--- src/sv/stream_find_replace_top_defines.svh ---
// Assertion macros shared by the find-and-replace block.
`ifndef STREAM_FIND_REPLACE_TOP_DEFINES_SVH
`define STREAM_FIND_REPLACE_TOP_DEFINES_SVH

`ifndef SYNTHESIS

// Check that cons holds in the same cycle as ante.
`define SFR_ASSERT_SAME(label, clk, rst, ante, cons) \
   label: assert property (@(posedge clk) disable iff (rst) (ante) |-> (cons)) \
      else $error("assertion failed: same-cycle implication");

// Check that cons holds in the cycle after ante.
`define SFR_ASSERT_NEXT(label, clk, rst, ante, cons) \
   label: assert property (@(posedge clk) disable iff (rst) (ante) |=> (cons)) \
      else $error("assertion failed: next-cycle implication");

`else

`define SFR_ASSERT_SAME(label, clk, rst, ante, cons)
`define SFR_ASSERT_NEXT(label, clk, rst, ante, cons)

`endif

`endif

--- src/sv/sfr_pkg.sv ---
`timescale 1ns / 1ps

package sfr_pkg;

   localparam int BYTE_W     = 8;
   localparam int CSR_DATA_W = 64;
   localparam int CSR_IDX_W  = 2;
   localparam int LEN_W      = 4;

   // Register indexes on the configuration port
   localparam logic [CSR_IDX_W-1:0] CSR_FIND_PATTERN   = 2'd0;
   localparam logic [CSR_IDX_W-1:0] CSR_FIND_LENGTH    = 2'd1;
   localparam logic [CSR_IDX_W-1:0] CSR_REPLACE_TEXT   = 2'd2;
   localparam logic [CSR_IDX_W-1:0] CSR_REPLACE_LENGTH = 2'd3;

   // Controller to datapath commands
   typedef struct packed {
      logic load;        // append the accepted byte to the pending buffer
      logic clear;       // empty the pending buffer
      logic emit_buf;    // send the oldest pending byte and shift the buffer
      logic repl_start;  // rewind the replacement pointer
      logic emit_repl;   // send the next replacement byte
   } sfr_cmd_type;

   // Datapath to controller status
   typedef struct packed {
      logic cnt_zero;    // pending buffer is empty
      logic pre_cur;     // pending bytes are a prefix of the pattern
      logic match_full;  // pending bytes are the whole pattern
      logic eos;         // current item carries end of stream
      logic rl_zero;     // replacement is empty
      logic repl_last;   // replacement pointer is on its final byte
      logic out_free;    // output register can take a beat this cycle
   } sfr_status_type;

endpackage

--- src/sv/sfr_ctrl.sv ---
`timescale 1ns / 1ps

module sfr_ctrl (
   input  logic                    clock,
   input  logic                    reset,
   input  logic                    req_valid,
   output logic                    req_ready,
   input  sfr_pkg::sfr_status_type status,
   output sfr_pkg::sfr_cmd_type    cmd
);

   typedef enum logic [1:0] {
      ST_IDLE,
      ST_SCAN,
      ST_REPL
   } state_type;

   state_type state_ff;
   state_type state_in;

   assign req_ready = (state_ff == ST_IDLE);

   // Sequence one item: load, then emit one beat per cycle while the output side has room
   always_comb begin
      state_in = state_ff;
      cmd      = '0;
      case (state_ff)
         ST_IDLE: begin
            if (req_valid) begin
               cmd.load = 1'b1;
               state_in = ST_SCAN;
            end
         end
         ST_SCAN: begin
            if (status.match_full) begin
               cmd.clear      = 1'b1;
               cmd.repl_start = 1'b1;
               state_in       = status.rl_zero ? ST_IDLE : ST_REPL;
            end else if (!status.cnt_zero && (!status.pre_cur || status.eos)) begin
               // drop the oldest byte out once the output side has room
               if (status.out_free) begin
                  cmd.emit_buf = 1'b1;
               end
            end else begin
               state_in = ST_IDLE;
            end
         end
         ST_REPL: begin
            if (status.out_free) begin
               cmd.emit_repl = 1'b1;
               if (status.repl_last) begin
                  state_in = ST_IDLE;
               end
            end
         end
         default: begin
            state_in = ST_IDLE;
         end
      endcase
   end

   always_ff @(posedge clock) begin
      if (reset) begin
         state_ff <= ST_IDLE;
      end else begin
         state_ff <= state_in;
      end
   end

endmodule

--- src/sv/sfr_datapath.sv ---
`timescale 1ns / 1ps

module sfr_datapath #(
   parameter int MAX_FIND_LENGTH    = 8,
   parameter int MAX_REPLACE_LENGTH = 8
) (
   input  logic                                clock,
   input  logic                                reset,
   input  logic                                csr_wen,
   input  logic [sfr_pkg::CSR_IDX_W-1:0]       csr_index,
   input  logic [sfr_pkg::CSR_DATA_W-1:0]      csr_wdata,
   input  logic [sfr_pkg::BYTE_W-1:0]          req_data_byte,
   input  logic                                req_end_of_stream,
   output logic                                rsp_valid,
   input  logic                                rsp_ready,
   output logic [sfr_pkg::BYTE_W-1:0]          rsp_out_byte,
   output logic                                rsp_last_in_run,
   input  sfr_pkg::sfr_cmd_type                cmd,
   output sfr_pkg::sfr_status_type             status
);

   localparam int CNT_W  = $clog2(MAX_FIND_LENGTH + 1);
   localparam int RLEN_W = $clog2(MAX_REPLACE_LENGTH + 1);
   localparam int RIDX_W = (MAX_REPLACE_LENGTH > 1) ? $clog2(MAX_REPLACE_LENGTH) : 1;
   localparam int BW     = sfr_pkg::BYTE_W;

   // Configuration registers
   logic [sfr_pkg::CSR_DATA_W-1:0] find_pattern_ff;
   logic [sfr_pkg::LEN_W-1:0]      find_length_ff;
   logic [sfr_pkg::CSR_DATA_W-1:0] replace_text_ff;
   logic [sfr_pkg::LEN_W-1:0]      replace_length_ff;

   // Pending buffer
   logic [BW-1:0]     buf_ff [MAX_FIND_LENGTH];
   logic [BW-1:0]     buf_in [MAX_FIND_LENGTH];
   logic [CNT_W-1:0]  cnt_ff;
   logic [CNT_W-1:0]  cnt_in;
   logic              eos_ff;
   logic [RIDX_W-1:0] rep_idx_ff;

   // Output register
   logic          rsp_valid_ff;
   logic [BW-1:0] rsp_byte_ff;
   logic          rsp_last_ff;

   logic [CNT_W-1:0]  fl_eff;
   logic [RLEN_W-1:0] rl_eff;
   logic [CNT_W-1:0]  load_pos;
   logic              pre_cur;
   logic              pre_shift;
   logic              cnt_one;
   logic              repl_last;
   logic [BW-1:0]     repl_byte;
   logic              cfg_flush;

   // Clamp the configured lengths to the supported range
   always_comb begin
      if (find_length_ff == '0) begin
         fl_eff = CNT_W'(1);
      end else if (find_length_ff > sfr_pkg::LEN_W'(MAX_FIND_LENGTH)) begin
         fl_eff = CNT_W'(MAX_FIND_LENGTH);
      end else begin
         fl_eff = CNT_W'(find_length_ff);
      end
      if (replace_length_ff > sfr_pkg::LEN_W'(MAX_REPLACE_LENGTH)) begin
         rl_eff = RLEN_W'(MAX_REPLACE_LENGTH);
      end else begin
         rl_eff = RLEN_W'(replace_length_ff);
      end
   end

   assign load_pos = (cnt_ff >= fl_eff) ? (fl_eff - CNT_W'(1)) : cnt_ff;
   assign cnt_one  = (cnt_ff == CNT_W'(1));

   // Compare the buffer, as is and shifted by one, against the pattern
   always_comb begin
      pre_cur   = 1'b1;
      pre_shift = 1'b1;
      for (int j = 0; j < MAX_FIND_LENGTH; j++) begin
         if ((CNT_W'(j) < cnt_ff) && (buf_ff[j] != find_pattern_ff[BW*j +: BW])) begin
            pre_cur = 1'b0;
         end
      end
      for (int j = 0; j < MAX_FIND_LENGTH - 1; j++) begin
         if ((CNT_W'(j + 1) < cnt_ff) &&
             (buf_ff[j + 1] != find_pattern_ff[BW*j +: BW])) begin
            pre_shift = 1'b0;
         end
      end
   end

   // Pick the current replacement byte
   always_comb begin
      repl_byte = '0;
      for (int j = 0; j < MAX_REPLACE_LENGTH; j++) begin
         if (rep_idx_ff == RIDX_W'(j)) begin
            repl_byte = replace_text_ff[BW*j +: BW];
         end
      end
   end

   assign repl_last = ((RLEN_W'(rep_idx_ff) + RLEN_W'(1)) == rl_eff);

   // Next buffer contents: append on load, shift on emit, empty on clear or a pattern or length write
   always_comb begin
      for (int j = 0; j < MAX_FIND_LENGTH; j++) begin
         buf_in[j] = buf_ff[j];
      end
      cnt_in = cnt_ff;
      if (cmd.load) begin
         for (int j = 0; j < MAX_FIND_LENGTH; j++) begin
            if (load_pos == CNT_W'(j)) begin
               buf_in[j] = req_data_byte;
            end
         end
         cnt_in = load_pos + CNT_W'(1);
      end else if (cmd.emit_buf) begin
         for (int j = 0; j < MAX_FIND_LENGTH - 1; j++) begin
            buf_in[j] = buf_ff[j + 1];
         end
         cnt_in = cnt_ff - CNT_W'(1);
      end
      if (cmd.clear || cfg_flush) begin
         cnt_in = '0;
      end
   end

   assign cfg_flush = csr_wen &&
                      ((csr_index == sfr_pkg::CSR_FIND_PATTERN) ||
                       (csr_index == sfr_pkg::CSR_FIND_LENGTH));

   // Hold configuration, buffer count and output valid flag
   always_ff @(posedge clock) begin
      if (reset) begin
         find_pattern_ff   <= '0;
         find_length_ff    <= sfr_pkg::LEN_W'(1);
         replace_text_ff   <= '0;
         replace_length_ff <= '0;
         cnt_ff            <= '0;
         rsp_valid_ff      <= 1'b0;
      end else begin
         if (csr_wen) begin
            case (csr_index)
               sfr_pkg::CSR_FIND_PATTERN:   find_pattern_ff   <= csr_wdata;
               sfr_pkg::CSR_FIND_LENGTH:    find_length_ff    <= csr_wdata[sfr_pkg::LEN_W-1:0];
               sfr_pkg::CSR_REPLACE_TEXT:   replace_text_ff   <= csr_wdata;
               sfr_pkg::CSR_REPLACE_LENGTH: replace_length_ff <= csr_wdata[sfr_pkg::LEN_W-1:0];
               default: ;
            endcase
         end
         cnt_ff <= cnt_in;
         if (cmd.emit_buf || cmd.emit_repl) begin
            rsp_valid_ff <= 1'b1;
         end else if (rsp_ready) begin
            rsp_valid_ff <= 1'b0;
         end
      end
   end

   // Payload registers
   always_ff @(posedge clock) begin
      for (int j = 0; j < MAX_FIND_LENGTH; j++) begin
         buf_ff[j] <= buf_in[j];
      end
      if (cmd.load) begin
         eos_ff <= req_end_of_stream;
      end
      if (cmd.repl_start) begin
         rep_idx_ff <= '0;
      end else if (cmd.emit_repl) begin
         rep_idx_ff <= rep_idx_ff + RIDX_W'(1);
      end
      if (cmd.emit_buf) begin
         rsp_byte_ff <= buf_ff[0];
         rsp_last_ff <= cnt_one || (pre_shift && !eos_ff);
      end else if (cmd.emit_repl) begin
         rsp_byte_ff <= repl_byte;
         rsp_last_ff <= repl_last;
      end
   end

   assign rsp_valid       = rsp_valid_ff;
   assign rsp_out_byte    = rsp_byte_ff;
   assign rsp_last_in_run = rsp_last_ff;

   assign status.cnt_zero   = (cnt_ff == '0);
   assign status.pre_cur    = pre_cur;
   assign status.match_full = (cnt_ff == fl_eff) && pre_cur;
   assign status.eos        = eos_ff;
   assign status.rl_zero    = (rl_eff == '0);
   assign status.repl_last  = repl_last;
   assign status.out_free   = !rsp_valid_ff || rsp_ready;

endmodule

--- src/sv/stream_find_replace_top.sv ---
// Path: an accepted byte is held in the pending buffer, then its first result beat in
// the output register; a beat that starts a replacement also waits for ST_REPL.
// Items: one at a time; a new byte is taken only after every result beat of the last
// one is issued. The output register, fed from the buffer shift sequencer, takes one
// beat per cycle while it has room. Reset: synchronous, active high; empties the
// pending buffer, drops any held beat and loads find_length 1, other config regs zero.
`timescale 1ns / 1ps
`include "stream_find_replace_top_defines.svh"

module stream_find_replace_top #(
   parameter int MAX_FIND_LENGTH    = 8,
   parameter int MAX_REPLACE_LENGTH = 8
) (
   input  logic                           clock,
   input  logic                           reset,
   input  logic                           csr_wen,
   input  logic [sfr_pkg::CSR_IDX_W-1:0]  csr_index,
   input  logic [sfr_pkg::CSR_DATA_W-1:0] csr_wdata,
   input  logic                           req_valid,
   output logic                           req_ready,
   input  logic [sfr_pkg::BYTE_W-1:0]     req_data_byte,
   input  logic                           req_end_of_stream,
   output logic                           rsp_valid,
   input  logic                           rsp_ready,
   output logic [sfr_pkg::BYTE_W-1:0]     rsp_out_byte,
   output logic                           rsp_last_in_run
);

   sfr_pkg::sfr_cmd_type    cmd;
   sfr_pkg::sfr_status_type status;

   // Sequence each item
   sfr_ctrl u_ctrl (
      .clock     (clock),
      .reset     (reset),
      .req_valid (req_valid),
      .req_ready (req_ready),
      .status    (status),
      .cmd       (cmd)
   );

   // Buffer, comparators and output register
   sfr_datapath #(
      .MAX_FIND_LENGTH    (MAX_FIND_LENGTH),
      .MAX_REPLACE_LENGTH (MAX_REPLACE_LENGTH)
   ) u_datapath (
      .clock             (clock),
      .reset             (reset),
      .csr_wen           (csr_wen),
      .csr_index         (csr_index),
      .csr_wdata         (csr_wdata),
      .req_data_byte     (req_data_byte),
      .req_end_of_stream (req_end_of_stream),
      .rsp_valid         (rsp_valid),
      .rsp_ready         (rsp_ready),
      .rsp_out_byte      (rsp_out_byte),
      .rsp_last_in_run   (rsp_last_in_run),
      .cmd               (cmd),
      .status            (status)
   );

   // Busy in the cycle after taking a beat
   `SFR_ASSERT_NEXT(a_busy_after_accept, clock, reset, req_valid && req_ready, !req_ready)
   // Never shift a beat out of an empty buffer
   `SFR_ASSERT_SAME(a_emit_nonempty, clock, reset, cmd.emit_buf, !status.cnt_zero)
   // No beat is produced while waiting for input
   `SFR_ASSERT_SAME(a_idle_quiet, clock, reset, req_ready, !(cmd.emit_buf || cmd.emit_repl))
   // A beat is only loaded when the output side has room
   `SFR_ASSERT_SAME(a_emit_room, clock, reset, cmd.emit_buf || cmd.emit_repl, status.out_free)

endmodule

--- config.mk ---
export PLATFORM = sky130hd
export DESIGN_NAME = stream_find_replace_top
export DESIGN_NICKNAME = d
export VERILOG_FILES = /design/src/sv/sfr_pkg.sv /design/src/sv/sfr_ctrl.sv /design/src/sv/sfr_datapath.sv /design/src/sv/stream_find_replace_top.sv
export VERILOG_INCLUDE_DIRS = /design/src /design/src/sv
export SDC_FILE = /design/constraint.sdc
export NUM_CORES = 1
export LEC_CHECK = 0
export BUFFER_PORTS_ARGS = -buffer_cell sky130_fd_sc_hd__buf_2
export CAP_MARGIN = 30
export CORE_UTILIZATION = 60
export CTS_BUF_LIST = sky130_fd_sc_hd__clkbuf_16
export CTS_CLUSTER_DIAMETER = 40
export DETAILED_ROUTE_END_ITERATION = 8
export GPL_ROUTABILITY_DRIVEN = 0
export PLACE_DENSITY_LB_ADDON = 0.12
export SYNTH_ARGS = -nofsm -noshare
export SYNTH_HDL_FRONTEND = slang
export SYNTH_SLANG_ARGS = --single-unit
--- constraint.sdc ---
create_clock -name clock -period 3 [get_ports clock]
set_input_delay 0.15 -clock clock [delete_from_list [all_inputs] [get_ports clock]]
set_output_delay 0.15 -clock clock [all_outputs]
set_load 0.005 [all_outputs]
# After elaboration in Yosys (flattened, before gate mapping)
# Memories as Yosys holds them, arrays and structs flattened.
# Index checks and enable logic that the tools add are counted.
# op_classes
eq_ne	41
n_mux	61
n_addsub	5
n_lt_le_gt_ge	11
n_reduce_logical	45
# op_table
operator	n
two-way mux 8 bit	19
!= test 8 bit	15
two-way mux 56 bit	2
two-way mux 1 bit	26
two-way mux 4 bit	6
logical AND 1 bit	19
equality test 4 x 3 -> 1 bit, second input constant	4
logical NOT 4 bit	4
less-than comparator 3 x 4 -> 1 bit, first input constant	4
equality test 3 bit, second input constant	4
two-way mux 2 bit	6
equality test 4 x 1 -> 1 bit, second input constant	2
equality test 4 x 2 -> 1 bit, second input constant	2
equality test 4 bit	2
> comparator 4 bit, second input constant	2
less-than comparator 1 x 4 -> 1 bit, first input constant	2
less-than comparator 2 x 4 -> 1 bit, first input constant	2
AND reduction 2 bit	4
subtractor 4 x 1 -> 4 bit, second input constant	2
equality test 2 bit, second input constant	3
equality test 3 x 2 -> 1 bit, second input constant	2
logical OR 1 bit	6
case mux 2 bit (3 select lines)	1
nonzero test 2 bit	3
15 further kinds	21
# word_totals
memories	1
regBits	156
word_cells	175
ram_bits	64
inputBits	80
# mem_list
name	depth	width	rd	rd_ports_with_merged_regs	wr	line	rtl
u_datapath.buf_ff	8	8	8	0	8	sfr_datapath.sv:34	logic [BW-1:0] buf_ff [MAX_FIND_LENGTH];

# Depth between registers and ports, before layout
# logic_depth
depth_word	18
ltp_mapped	12

# By module
# Synthesis repeated with hierarchy kept, for this count alone.
# unflattened
hier_cells	1238
hier_area_um2	10610.2
# by_module_without_submodules
module	area_per_inst_um2	n_inst	cells_per_inst
sfr_datapath	10465.0	1	1220
sfr_ctrl	145.1	1	18

# Worst setup path after synthesis
# No wires, ideal clock.
# synth_timing
path_kind	register -> register
from	reg u_datapath.find_length_ff[3] (netlist name)
to	mem u_datapath.buf_ff[1][24] (netlist bit) (enable)
setup_slack_ps	405
t_arrival_ps	2263
n_path_buf	0
required_time_ps	2668
stages_incl_launch_ff	9
period_less_slack_ps	2595
path_cell_list	dfxtp_1 -> inv_1 -> nand2_1 -> ha_1 -> a21o_1 -> a211oi_2 -> mux2i_1 -> ha_1 -> and3_1
# synth_lines
item	line
to (decl)	sfr_datapath.sv:34

==> results.yml <==
placement:
  placed_area_mm2: 0.0113
  dpl_worst_slack_ns: 0.150
  numPortBuffers: 90
  dp_hpwl_um: 22100
grt:
  track_usage: 0.366
  grt_max_degree: 90
  grt_overflow_total: 0
  grt_pass1_wl_um: 50400
  antenna_found_initial: 0
  grt_pass1_vias: 9119
layout:
  fin_util: 0.759
  diodes: 0
  final_cell_area_mm2: 0.0131
  drive_gt1_frac: 0.143
  fill_cells: 1211
  syn2layout_area_growth_pct: 23.9
  nets: 1441
timing:
  fin_tns_setup_ns: 0
  period_minus_slack_ns: 2.81
  fmax_mhz: 355
  fin_skew_ns: 0.0208
  hold_viol: 0
  setup_viol: 0
  setup_ws_ns: 0.186
  max-slew-margin-rel: 0.334
  maxSlewViolCount: 0
  tightestPinTransition_ns: 0.999
  fin_crit_sh: 0.938
route:
  vias: 9677
  drc: 0
  viasPerCell: 6.08
  drt_iter0_markers: 1034
  wl_um: 33100
  drtAntennaViolNets: 0
  wire_per_inst_um: 20.8
  drtPass1Iterations: 5
critical_path:
  crit_path_start_kind: "register"
  worstPathRequired_ns: 3.15
  cp_max_fo: 9
  crit_buf_inv: 1
  slowest_stage: "a2111oi_4"
  reg2regPathDepth: 8
  crit_family: "simple AND/OR/NAND/NOR gates"
  crit_arrival_ns: 2.96
  crit_chain: "xnor2_1, nand4_1, nor4_1, a21oi_1, a2111oi_4, nor2_2, inv_2, nand2_1"
  crit_cells: 8
  slowest_delay_ns: 0.55
  rrSetupSlack_ns: 0.19
  crit_type: "reg -> reg"
  critPathCaptureType: "register"
clocking:
  numCtsBuffers: 34
  cts_max_level: 2
  cts_tree: "yes"
  clockBufferDepth: 3
  clkLatencyLatePin_ns: 0.52
  clkTransAtPathRegs_ns: 0.06
  cts_root_buf: "clkbuf_16"
  cts_sinks: 220
logic_synthesis:
  synth_seq_area_share: 0.485
  syn_avg_cell_area_um2: 8.86
  async_flop_share: 0
  ys_seq_elements: 220
  yosys.cell_types.count: 54
  netlist_area_mm2: 0.0106
  synth_top_area_frac: 0.276
  syn_inst: 1196
  synth_area_leaders: "dfxtp_1 28%, edfxtp_1 21%, nand2_1 10%"
  synth.largest_area_cell: "dfxtp_1"
  synthFlopType: "dfxtp_1"
  syn_nets: 1294
  ys_warn_count: 0
  synth_edf_count: 74
die:
  start_util: 0.613
  die_x_um: 135
  ios: 91
  dieHeight_um: 135
  rows: 48
  die_area_mm2: 0.0182
  coreArea_mm2: 0.0173
worst_hold_path:
  hold_path_depth: 3
  hold_path_class: "in -> reg"
run_status:
  status: "finished, final reports clean"
power:
  p_leak_nw: 5.26
  powerDensity_mw_per_mm2: 694
  ir_worst_vdd_v: 0.000602
  finalPower_mw: 9.12
run:
  cap_violations: 0
-- sequential cells by signal, summed over array words and instances (netlist names) --
name and count:
u_datapath.buf_ff 64, u_datapath.find_pattern_ff 64, u_datapath.replace_text_ff 64, u_datapath.rsp_out_byte 8
u_datapath.cnt_ff 4, u_datapath.find_length_ff 4, u_datapath.replace_length_ff 4, u_datapath.rep_idx_ff 3
u_ctrl.state_ff 2, u_datapath.eos_ff 1, u_datapath.rsp_last_in_run 1, u_datapath.rsp_valid 1
-- cells in the final DEF (no fill, tap or decap), types with 20 or more instances in the layout --
master | Yosys | layout
dlygate4sd3_1 | 0 | 73
buf_2 | 1 | 89
clkbuf_16 | 0 | 39
edfxtp_1 | 74 | 74
nor2_1 | 38 | 37
xor2_1 | 56 | 56
xnor2_1 | 68 | 68
nand2_1 | 294 | 294
inv_1 | 25 | 27
buf_4 | 1 | 24
a21oi_1 | 183 | 183
dfxtp_1 | 146 | 146
a21o_1 | 57 | 57
o21ai_0 | 20 | 20
-- worst register-to-register path: stages (launching register included) --
cell	delay [ns]
edfxtp_1	0.48
xnor2_1	0.19
nand4_1	0.20
nor4_1	0.28
a21oi_1	0.13
a2111oi_4	0.55
nor2_2	0.10
inv_2	0.18
nand2_1	0.32
-- what timing repair did --
item | 4_1_cts | 5_1_grt
buffers inserted | 0 | 1
hold buffers | 73 | 0
resized for setup | 0 | 2
endpoints found under the setup margin | 0 | 70
endpoints found under the hold margin | 140 | 0
-- final cells by class --
class	instances	area, um^2	area share
sequential	220	5140	0.392
multi-input combinational	873	5090	0.387
timing repair buffer	188	1400	0.106
clock buffer	39	976	0.0743
tap	225	282	0.0214
clock inverter	21	151	0.0115
inverter	26	97.6	0.00743
-- routing by layer --
layer | vias to the layer above | track usage | wire length, um
li1 | 4399 | - | -
met1 | 4647 | 0.494 | 13900
met2 | 525 | 0.570 | 15000
met3 | 106 | 0.0773 | 3070
met4 | 0 | 0.153 | 1120
met5 | - | 0 | 0
-- kinds of logic after synthesis --
group / count (synthesis) / share of synthesized area
and+or+nand+nor: 424 / 0.171
AOI/OAI and AO/OA: 296 / 0.172
DFF: 220 / 0.485
xor gates and xnor gates: 124 / 0.102
buffers and inverters: 103 / 0.0369
adders and majority gates: 18 / 0.0212
muxes: 11 / 0.0111
-- synth_stat cells, types with 6 or more instances --
library cell / number
o21ai_0: 20
xor2_1: 56
buf_1: 7
edfxtp_1: 74
nor4_1: 17
nor2_1: 38
a21oi_1: 183
mux2i_1: 8
dfxtp_1: 146
a221oi_2: 7
a21o_1: 57
nand2_1: 294
xnor2_1: 68
nand4_1: 18
clkbuf_1: 68
nand3b_1: 9
o311ai_0: 8
nand3_1: 16
and3_1: 10
inv_1: 25
nand2b_1: 6
ha_1: 18
-- final timing paths --
kind,start,to
max,u_datapath.buf_ff[1][26],u_datapath.rsp_out_byte[2]
min,csr_index[0],u_datapath.find_length_ff[3]
max reg2reg,u_datapath.buf_ff[1][26],u_datapath.rsp_out_byte[2]
min reg2reg,u_datapath.replace_text_ff[36],u_datapath.replace_text_ff[36]
-- power by group --
part | internal (mW) | switching, mW | leakage (nW)
clock network | 2.37 | 1.50 | 0.570
logic | 0.692 | 1.04 | 2.83
registers | 3.33 | 0.183 | 1.87
-- metrics by stage --
stage | cells | hold slack (ns)
floorplan | 1196 | 0.249
global route | 1592 | 0.0709
finish | 1592 | 0.0579
detailed placement | 1458 | 0.328
CTS | 1591 | 0.0433
global placement | 1458 | 0.329
(Power assumes the default switching activity.)
